`src/design/pmds_pkg.sv`:
```
`default_nettype none
package pmds_pkg;

	// search limits
	localparam int MAX_MULT = 74;
	localparam int MAX_DIV  = 63;

	// field widths
	localparam int FREQ_W = 20;
	localparam int MULT_W = 7;
	localparam int DIV_W  = 6;
	localparam int VCO_W  = FREQ_W + MULT_W;

	// divider: quotient bits resolved per cycle
	localparam int STEP_BITS = 3;
	localparam int DIV_STEPS = (VCO_W + STEP_BITS - 1) / STEP_BITS;
	localparam int QP_W      = DIV_STEPS * STEP_BITS;
	localparam int STEP_CW   = $clog2(DIV_STEPS);

	// configuration register map
	localparam int ADDR_W = 3;
	localparam int DATA_W = 32;
	localparam logic REG_VCO_MIN = 1'b0;
	localparam logic REG_VCO_MAX = 1'b1;

	// register reset values
	localparam logic [FREQ_W-1:0] VCO_MIN_RST = FREQ_W'(400000);
	localparam logic [FREQ_W-1:0] VCO_MAX_RST = FREQ_W'(1000000);

	typedef struct packed {
		logic [FREQ_W-1:0] ref_khz;
		logic [FREQ_W-1:0] goal_khz;
	} in_item_t;

	typedef struct packed {
		logic [MULT_W-1:0] best_mult;
		logic [DIV_W-1:0]  best_div;
		logic [FREQ_W-1:0] best_err_khz;
		logic              found;
	} out_item_t;

	// controller to datapath
	typedef struct packed {
		logic load;
		logic mul;
		logic mult_next;
		logic mult_start;
		logic div_start;
		logic div_step;
		logic div_next;
		logic eval;
		logic publish;
	} cmd_t;

	// datapath to controller
	typedef struct packed {
		logic vco_above;
		logic vco_below;
		logic mult_last;
		logic div_last;
		logic div_done;
		logic err_worse;
	} stat_t;

endpackage
`default_nettype wire

```
`src/design/pmds_regs.sv`:
```
`default_nettype none
module pmds_regs (
	input  wire logic                         clk,
	input  wire logic                         arst_n,
	input  wire logic                         psel,
	input  wire logic                         penable,
	input  wire logic                         pwrite,
	input  wire logic [pmds_pkg::ADDR_W-1:0]  paddr,
	input  wire logic [pmds_pkg::DATA_W-1:0]  pwdata,
	output logic      [pmds_pkg::DATA_W-1:0]  prdata,
	output logic                              pready,
	output logic      [pmds_pkg::FREQ_W-1:0]  vco_min,
	output logic      [pmds_pkg::FREQ_W-1:0]  vco_max
);
	import pmds_pkg::*;

	logic [FREQ_W-1:0] vco_min_q;
	logic [FREQ_W-1:0] vco_max_q;
	logic              wr_en;
	logic              reg_sel;

	assign pready  = 1'b1;
	assign wr_en   = psel && penable && pwrite;
	assign reg_sel = paddr[2];

	// register writes on the access beat
	always_ff @(posedge clk or negedge arst_n) begin
		if (!arst_n) begin
			vco_min_q <= VCO_MIN_RST;
			vco_max_q <= VCO_MAX_RST;
		end else if (wr_en) begin
			case (reg_sel)
				REG_VCO_MIN: vco_min_q <= pwdata[FREQ_W-1:0];
				REG_VCO_MAX: vco_max_q <= pwdata[FREQ_W-1:0];
				default: ;
			endcase
		end
	end

	// read mux
	always_comb begin
		case (reg_sel)
			REG_VCO_MIN: prdata = DATA_W'(vco_min_q);
			REG_VCO_MAX: prdata = DATA_W'(vco_max_q);
			default:     prdata = '0;
		endcase
	end

	assign vco_min = vco_min_q;
	assign vco_max = vco_max_q;

endmodule
`default_nettype wire

```
`src/design/pmds_ctrl.sv`:
```
`default_nettype none
module pmds_ctrl (
	input  wire logic            clk,
	input  wire logic            arst_n,
	input  wire logic            in_valid,
	output logic                 in_stall,
	output logic                 out_valid,
	input  wire logic            out_stall,
	input  wire pmds_pkg::stat_t stat,
	output pmds_pkg::cmd_t       cmd
);
	import pmds_pkg::*;

	localparam logic [2:0] ST_IDLE   = 3'd0;
	localparam logic [2:0] ST_MUL    = 3'd1;
	localparam logic [2:0] ST_CHECK  = 3'd2;
	localparam logic [2:0] ST_DIV    = 3'd3;
	localparam logic [2:0] ST_EVAL   = 3'd4;
	localparam logic [2:0] ST_FINISH = 3'd5;

	logic [2:0] state_q;
	logic [2:0] state_d;
	logic       out_valid_q;
	logic       slot_free;
	logic       in_acc;

	assign in_stall  = (state_q != ST_IDLE);
	assign in_acc    = in_valid && (state_q == ST_IDLE);
	assign slot_free = !out_valid_q || !out_stall;
	assign out_valid = out_valid_q;

	// next state and datapath commands
	always_comb begin
		state_d = state_q;
		cmd     = '0;
		case (state_q)
			ST_IDLE: begin
				if (in_acc) begin
					cmd.load = 1'b1;
					state_d  = ST_MUL;
				end
			end
			ST_MUL: begin
				cmd.mul = 1'b1;
				state_d = ST_CHECK;
			end
			ST_CHECK: begin
				if (stat.vco_above) begin
					if (stat.mult_last) begin
						state_d = ST_FINISH;
					end else begin
						cmd.mult_next = 1'b1;
						state_d       = ST_MUL;
					end
				end else if (stat.vco_below) begin
					state_d = ST_FINISH;
				end else begin
					cmd.mult_start = 1'b1;
					cmd.div_start  = 1'b1;
					state_d        = ST_DIV;
				end
			end
			ST_DIV: begin
				cmd.div_step = 1'b1;
				if (stat.div_done) begin
					state_d = ST_EVAL;
				end
			end
			ST_EVAL: begin
				cmd.eval = 1'b1;
				if (stat.err_worse || stat.div_last) begin
					if (stat.mult_last) begin
						state_d = ST_FINISH;
					end else begin
						cmd.mult_next = 1'b1;
						state_d       = ST_MUL;
					end
				end else begin
					cmd.div_next  = 1'b1;
					cmd.div_start = 1'b1;
					state_d       = ST_DIV;
				end
			end
			ST_FINISH: begin
				if (slot_free) begin
					cmd.publish = 1'b1;
					state_d     = ST_IDLE;
				end
			end
			default: state_d = ST_IDLE;
		endcase
	end

	// state and result beat valid
	always_ff @(posedge clk or negedge arst_n) begin
		if (!arst_n) begin
			state_q     <= ST_IDLE;
			out_valid_q <= 1'b0;
		end else begin
			state_q <= state_d;
			if (cmd.publish) begin
				out_valid_q <= 1'b1;
			end else if (!out_stall) begin
				out_valid_q <= 1'b0;
			end
		end
	end

endmodule
`default_nettype wire

```
`src/design/pmds_dp.sv`:
```
`default_nettype none
module pmds_dp (
	input  wire logic                        clk,
	input  wire logic                        arst_n,
	input  wire pmds_pkg::cmd_t              cmd,
	output pmds_pkg::stat_t                  stat,
	input  wire pmds_pkg::in_item_t          in_data,
	input  wire logic [pmds_pkg::FREQ_W-1:0] vco_min,
	input  wire logic [pmds_pkg::FREQ_W-1:0] vco_max,
	output pmds_pkg::out_item_t              out_data
);
	import pmds_pkg::*;

	logic [FREQ_W-1:0]  ref_q;
	logic [FREQ_W-1:0]  goal_q;
	logic [MULT_W-1:0]  mult_q;
	logic [VCO_W-1:0]   vco_q;
	logic [DIV_W-1:0]   div_q;
	logic [DIV_W-1:0]   rem_q;
	logic [QP_W-1:0]    quo_q;
	logic [STEP_CW-1:0] step_q;
	logic [VCO_W-1:0]   prev_e_q;
	logic               prev_valid_q;
	logic [MULT_W-1:0]  best_m_q;
	logic [DIV_W-1:0]   best_d_q;
	logic [VCO_W-1:0]   best_e_q;
	logic               have_q;
	out_item_t          out_q;

	logic [DIV_W-1:0]   rem_d;
	logic [QP_W-1:0]    quo_d;
	logic [DIV_W:0]     trial;
	logic [VCO_W-1:0]   quot;
	logic [VCO_W-1:0]   goal_x;
	logic [VCO_W-1:0]   err;
	logic               better;

	// restoring division, several quotient bits per cycle
	always_comb begin
		rem_d = rem_q;
		quo_d = quo_q;
		trial = '0;
		for (int i = 0; i < STEP_BITS; i++) begin
			trial = {rem_d, quo_d[QP_W-1]};
			quo_d = {quo_d[QP_W-2:0], 1'b0};
			if (trial >= {1'b0, div_q}) begin
				trial    = trial - {1'b0, div_q};
				quo_d[0] = 1'b1;
			end
			rem_d = trial[DIV_W-1:0];
		end
	end

	// error of the current quotient against the goal
	assign quot   = quo_q[VCO_W-1:0];
	assign goal_x = VCO_W'(goal_q);
	assign err    = (quot > goal_x) ? (quot - goal_x) : (goal_x - quot);
	assign better = !have_q || (err < best_e_q);

	// status back to the controller
	assign stat.vco_above = vco_q > VCO_W'(vco_max);
	assign stat.vco_below = vco_q < VCO_W'(vco_min);
	assign stat.mult_last = (mult_q == MULT_W'(1));
	assign stat.div_last  = (div_q == DIV_W'(MAX_DIV));
	assign stat.div_done  = (step_q == STEP_CW'(DIV_STEPS - 1));
	assign stat.err_worse = prev_valid_q && (err > prev_e_q);

	// search datapath registers
	always_ff @(posedge clk) begin
		if (cmd.load) begin
			ref_q  <= in_data.ref_khz;
			goal_q <= in_data.goal_khz;
			mult_q <= MULT_W'(MAX_MULT);
		end
		if (cmd.mul) begin
			vco_q <= VCO_W'(ref_q) * VCO_W'(mult_q);
		end
		if (cmd.mult_next) begin
			mult_q <= mult_q - MULT_W'(1);
		end
		if (cmd.mult_start) begin
			div_q <= DIV_W'(1);
		end
		if (cmd.div_next) begin
			div_q <= div_q + DIV_W'(1);
		end
		if (cmd.div_start) begin
			rem_q  <= '0;
			quo_q  <= QP_W'(vco_q);
			step_q <= '0;
		end
		if (cmd.div_step) begin
			rem_q  <= rem_d;
			quo_q  <= quo_d;
			step_q <= step_q + STEP_CW'(1);
		end
		if (cmd.eval && !stat.err_worse) begin
			prev_e_q <= err;
			if (better) begin
				best_m_q <= mult_q;
				best_d_q <= div_q;
				best_e_q <= err;
			end
		end
		if (cmd.publish) begin
			if (have_q) begin
				out_q.best_mult    <= best_m_q;
				out_q.best_div     <= best_d_q;
				out_q.best_err_khz <= best_e_q[FREQ_W-1:0];
				out_q.found        <= 1'b1;
			end else begin
				out_q.best_mult    <= '0;
				out_q.best_div     <= '0;
				out_q.best_err_khz <= '1;
				out_q.found        <= 1'b0;
			end
		end
	end

	// search control flags
	always_ff @(posedge clk or negedge arst_n) begin
		if (!arst_n) begin
			have_q       <= 1'b0;
			prev_valid_q <= 1'b0;
		end else begin
			if (cmd.load) begin
				have_q <= 1'b0;
			end else if (cmd.eval && !stat.err_worse) begin
				have_q <= 1'b1;
			end
			if (cmd.mult_start) begin
				prev_valid_q <= 1'b0;
			end else if (cmd.eval && !stat.err_worse) begin
				prev_valid_q <= 1'b1;
			end
		end
	end

	assign out_data = out_q;

endmodule
`default_nettype wire

```
`src/design/pll_mult_div_search.sv`:
```
// channel  | direction | handshake          | payload
// ---------+-----------+--------------------+-----------------------------------------
// in       | input     | in_valid/in_stall   | ref_khz, goal_khz
// out      | output    | out_valid/out_stall | best_mult, best_div, best_err_khz, found
// apb      | input     | psel/penable/pready | vco_min_khz at 0x0, vco_max_khz at 0x4
//
// one beat in at a time; each multiplier tried takes a multiply and a range check, and each
// divider tried takes 9 divider steps of 3 quotient bits, then an error compare; the result
// beat is registered once the search finishes and the output slot is free, and the next
// input can be taken at the earliest in the cycle that the result beat turns valid.
// the output register holds a finished beat, so the next input is taken while it waits.
// reset clears the controller and restores the vco limits; no clearing pass.
`default_nettype none
module pll_mult_div_search (
	input  wire logic                        clk,
	input  wire logic                        arst_n,
	input  wire logic                        in_valid,
	output logic                             in_stall,
	input  wire pmds_pkg::in_item_t          in_data,
	output logic                             out_valid,
	input  wire logic                        out_stall,
	output pmds_pkg::out_item_t              out_data,
	input  wire logic                        psel,
	input  wire logic                        penable,
	input  wire logic                        pwrite,
	input  wire logic [pmds_pkg::ADDR_W-1:0] paddr,
	input  wire logic [pmds_pkg::DATA_W-1:0] pwdata,
	output logic      [pmds_pkg::DATA_W-1:0] prdata,
	output logic                             pready
);
	import pmds_pkg::*;

	cmd_t              cmd;
	stat_t             stat;
	logic [FREQ_W-1:0] vco_min;
	logic [FREQ_W-1:0] vco_max;

	// configuration registers
	pmds_regs u_regs (
		.clk     (clk),
		.arst_n  (arst_n),
		.psel    (psel),
		.penable (penable),
		.pwrite  (pwrite),
		.paddr   (paddr),
		.pwdata  (pwdata),
		.prdata  (prdata),
		.pready  (pready),
		.vco_min (vco_min),
		.vco_max (vco_max)
	);

	// search sequencer
	pmds_ctrl u_ctrl (
		.clk       (clk),
		.arst_n    (arst_n),
		.in_valid  (in_valid),
		.in_stall  (in_stall),
		.out_valid (out_valid),
		.out_stall (out_stall),
		.stat      (stat),
		.cmd       (cmd)
	);

	// multiply, divide and compare
	pmds_dp u_dp (
		.clk      (clk),
		.arst_n   (arst_n),
		.cmd      (cmd),
		.stat     (stat),
		.in_data  (in_data),
		.vco_min  (vco_min),
		.vco_max  (vco_max),
		.out_data (out_data)
	);

endmodule
`default_nettype wire
```
`config.mk`:
```
export PLATFORM = sky130hd
export DESIGN_NAME = pll_mult_div_search
export DESIGN_NICKNAME = d
export VERILOG_FILES = /design/src/design/pmds_pkg.sv /design/src/design/pmds_regs.sv /design/src/design/pmds_ctrl.sv /design/src/design/pmds_dp.sv /design/src/design/pll_mult_div_search.sv
export SDC_FILE = /design/constraint.sdc
export NUM_CORES = 1
export LEC_CHECK = 0
export BUFFER_PORTS_ARGS = -buffer_cell sky130_fd_sc_hd__buf_4
export CELL_PAD_IN_SITES_DETAIL_PLACEMENT = 1
export CELL_PAD_IN_SITES_GLOBAL_PLACEMENT = 1
export CORE_MARGIN = 2
export CORE_UTILIZATION = 40
export CTS_CLUSTER_SIZE = 25
export DETAILED_ROUTE_END_ITERATION = 6
export PLACE_DENSITY_LB_ADDON = 0.1
export SLEW_MARGIN = 0
export SYNTH_ARGS = -nofsm -noshare
export SYNTH_HDL_FRONTEND = slang
export SYNTH_SLANG_ARGS = --single-unit
```
`constraint.sdc`:
```
create_clock -name clk -period 21.5 [get_ports clk]
set_clock_uncertainty 0.05 [all_clocks]
set_input_delay 4.3 -clock clk [delete_from_list [all_inputs] [get_ports clk]]
set_output_delay 4.3 -clock clk [all_outputs]
set_load 0.05 [all_outputs]
```
# Word level (Yosys, flattened, before mapping)
# Index checks and enable logic that the tools add are counted.
# word_totals
ff_bits	264
latch_bits	0
mem_bits_rw	0
romBits	0
input_bits	82
output_inout_bits	69
elab_cells	123
memories	0
# classes
add_sub_neg	8
mul	1
div_mod_pow	0
magnitude_cmp	8
eq_ne	12
shift	0
mux	48
n_bitwise	1
reduce_logical	23
# ops
op	n
27-bit two-way mux	3
32-bit one-hot mux with 2 select lines	1
27-bit by 20-bit > comparator with 1-bit output	2
6-bit two-way mux	7
27-bit > comparator	1
27-bit by 20-bit less-than comparator with 1-bit output	1
27-bit less-than comparator	1
20-bit by 7-bit multiplier with 27-bit output	1
20-bit by 27-bit subtractor with 27-bit output	1
27-bit by 20-bit subtractor with 27-bit output	1
7-bit by 6-bit >= comparator with 1-bit output	3
3-bit two-way mux	7
1-bit two-way mux	20
3-bit one-hot mux with 6 select lines	1
6-bit subtractor	3
7-bit two-way mux	2
2-bit nonzero test	5
4-bit two-way mux	2
7-bit by 1-bit equality test with 1-bit output (second input constant)	1
7-bit by 1-bit subtractor with 7-bit output (second input constant)	1
6-bit by 1-bit adder with 6-bit output (second input constant)	1
3-bit by 2-bit equality test with 1-bit output (second input constant)	2
3-bit equality test (second input constant)	2
6-bit equality test (second input constant)	1
other kinds (15)	31

# Depth between registers and ports, before layout
# logic_depth
word_depth	10
depth_mapped	23
depth_no_buf	23

# Cells and area by module
# Synthesis repeated with hierarchy kept, for this count alone.
# hier_totals
hier_cells	1886
hier_area_um2	19990.4
# by_module_without_submodules
mod	n_inst	cells_per_inst	area_each_um2	seq_area_each_um2
pmds_dp	1	1721	17573.1	6596.3
pmds_regs	1	123	2039.5	1017.2
pmds_ctrl	1	42	377.9	100.1

# Worst setup path before layout
# OpenSTA, ideal clock, no wires.
# synth_timing
path_kind	in2out
startpoint	in paddr[2] in the netlist's numbering
endpoint	out prdata[6] in the netlist's numbering
arrival_time_ns	5.603
required_time_ns	17.150
setup_slack_ns	11.547
stages	2
n_path_buf	1
cell_sequence	clkbuf_1 > o21ai_0
# synth_between
elab_chain_len	2
# synth_rtl
item	line_no	rtl
start: declaration	pll_mult_div_search.sv:26	input wire logic [pmds_pkg::ADDR_W-1:0] paddr,
1-bit inverter (no line)	--	
32-bit one-hot mux with 2 select lines *	pmds_regs.sv:42	case (reg_sel)
end: declaration	pll_mult_div_search.sv:28	output logic [pmds_pkg::DATA_W-1:0] prdata,
# Mark *: on every way between the ends. The rest lies on a longest branch, timed or not. The select of a mux whose other input is x is not followed.

# Worst setup path in the final report
# layout_timing
startpoint	in paddr[2] in the netlist's numbering
endpoint	out prdata[0] in the netlist's numbering
# Same word-level chain as after synthesis.

==> results.md <==
- Status: complete, no violations
- Post-detail-place hpwl: a little under 40,000 um
- Post-synthesis sequential area ratio: 0.396
- Crit path capture type: primary output
- Gr ovfl total: 0
- Initial antenna violation count: 0
- Top sig layer: met4
- Final Critical Period: approximately 9.6 ns
- Commonest cells in the netlist: 257 x inv_1, 218 x edfxtp_1, 215 x nand2_1
- Die Y: 225 um
- Syn Inst Count: around 1,900
- Setup bufs post-CTS: 0
- Flop and latch count out of synthesis: between 200 and 300
- Starting Density: 0.407
- I/O pins: 151
- Core area: 47,900 sq um
- Post-CTS Hold Fix Bufs: 0
- Post-Syn Area: 19,500 sq um
- Ys async rst share: 0.174
- Warnings, synthesis: 0
- Post-cts sizing count: 0
- CTS tree: yes
- Die area: about 51,000 sq um
- DR vias/cell: 5.25
- Crit path required time: between 15 and 20 ns
- Max Root-Sink Buffers: 3
- Synth-to-layout area growth: 12.3%
- Most common cell in the netlist: inv_1
- Yosys top cell by area: edfxtp_1
- Fin. max-slew vios: 0
- Final #Nets: 2,360
- Fmax: 0.105 GHz
- Row cnt: 80
- Synth cell types: 78
- I/O Buffers: 123
- Routed len/inst: between 15 and 20 um
- # H-tree levels: 1
- Crit path DAT: 5.21 ns
- Final setup fails: 0
- Metal-1 WL: 22,400 um
- DR WL met3: 1220 um
- Setup_tns: 0 ns
- Inserted Clock Buffers: 30
- Initial drt markers: 566
- Die extent in x: 225 um
- All-layer global routing usage: 0.201
- Routed wire length: 49,700 um
- Final period util: 0.445
- Crit path max fanout: 41
- Critical Path Source Type: input port
- Fin. Hold Viols: 0
- RSZ-0062 raised after global routing: false
- Post-route DRC: 0
- Slew headroom: 0.242
- First-pass GRT wire length: 80,200 um
- HP Class: flop to flop
- Actual slew at the worst max-slew pin: 1.13 ns
- Share of the synthesized area in the top cell type: 0.336
- Pin count of the biggest net entering global routing: 61
- Most common flop cell mapped by yosys: edfxtp_1
- Fraction of layout cells with a size suffix above 1: 0.133
- Wire length on met2: 24,700 um
- Max-Cap Viols: 0
- Synthesized area per cell: slightly above 10 sq um
- Synth area leaders: edfxtp_1 34%, ha_1 13%, fa_1 9.7%
- Vias in the first global route: around 15,000
- Vias: 13,700
- Clk slew on worst S/H paths: 0.06 ns
- Final GP Congestion: 0.856
- Setup CP Type: input port to primary output
- Clock Sinks: 264
- EDFF count, synth: roughly 220
- First-pass DRT Iterations: 5
- Worst-Skew Late Latency: 0.59 ns
- Root Buffer: clkbuf_16
- Antenna Nets Post-Route: 0
- N_diodes: 0
-- cells in the final DEF (no fill, tap or decap), types with 8 or more instances in the layout --
master,netlist,final
fa_1,94,94
dfrtp_1,33,33
nand3_1,20,20
xor2_1,16,16
ha_1,200,200
nor3_1,30,30
inv_1,257,256
buf_4,13,132
mux2_2,53,53
and2_1,52,52
a21oi_1,84,83
o31ai_1,8,8
a31oi_1,10,9
o21ai_0,96,96
xnor2_1,46,46
conb_1,2,13
o211ai_1,8,8
clkbuf_16,0,30
mux2i_1,19,19
and3_1,12,12
nand4_1,30,30
a21o_1,39,39
edfxtp_1,218,218
nand2b_1,12,12
dfstp_2,13,13
nor2b_1,16,16
a211oi_1,10,10
nor2_1,79,79
clkinv_1,0,8
or3_1,9,9
o21a_1,21,21
o21bai_1,11,11
nand2_1,215,214
-- area by class of cell --
type,instances,area (sq um)
fill,5326,26100
multi-input combinational,1299,10500
sequential,264,7710
timing repair buffer,132,991
inverter,257,965
tap,615,769
clock buffer,33,762
clock inverter,21,150
-- state kept, by name, summed over array words and instances (netlist names) --
register	count
u_ctrl.state_q	3
u_dp.ref_q	20
u_dp.quo_q	27
u_dp.best_e_q	27
u_dp.vco_q	27
u_dp.mult_q	7
u_dp.out_data	34
u_dp.best_m_q	7
u_regs.vco_min	20
u_dp.div_q	6
u_dp.best_d_q	6
u_regs.vco_max	20
u_ctrl.out_valid	1
u_dp.rem_q	6
u_dp.step_q	4
u_dp.prev_e_q	27
u_dp.prev_valid_q	1
u_dp.goal_q	20
u_dp.have_q	1
-- cells by family after synthesis --
kind of cell    count (synthesis)  synth area share
other cells                     2          0.000385
simple gates                  504             0.124
mux                            73            0.0415
fa+ha+maj                     294             0.225
flops                         264             0.396
xor+xnor                       62            0.0279
compound gates                353             0.119
buf+inv                       329            0.0671
-- layer usage --
metal	vias to the layer above	global-route usage
met5	-	0
met4	0	0.0579
met3	63	0.0223
met2	139	0.356
met1	6860	0.258
li1	6687	-
-- metrics by stage --
stage / cells / setup WS (ns) / util / area, sq um / hold WS (ns)
floorplan: 1892 / 11.55 / - / 19500 / 0.373
global placement: 2567 / 11.94 / 0.438 / 21000 / 0.423
detailed placement: 2567 / 11.93 / 0.438 / 21000 / 0.430
CTS: 2621 / 11.93 / 0.457 / 21900 / 0.445
global route: 2621 / 11.89 / 0.457 / 21900 / 0.459
finish: 2621 / 11.94 / 0.457 / 21900 / 0.455
-- final timing paths --
check	start	end	slack (ns)	depth (start not counted)
max	paddr[2]	prdata[0]	11.94	3
max reg2reg	u_dp.div_q[1]	u_dp.rem_q[4]	14.37	23
min reg2reg	u_dp.div_q[3]	u_dp.best_d_q[3]	0.46	0
max in group asynchronous	arst_n	u_regs.vco_max[12]	17.30	1
min in group asynchronous	arst_n	u_regs.vco_min[3]	3.67	1
min	u_dp.div_q[3]	u_dp.best_d_q[3]	0.46	0
-- worst max-delay path: stages --
cell and delay [ns]:
buf_4 0.32, mux2_2 0.39, buf_4 0.19
Power is not shown: default switching activity piles up to over one toggle a cycle in this logic, so the estimate is an artifact.
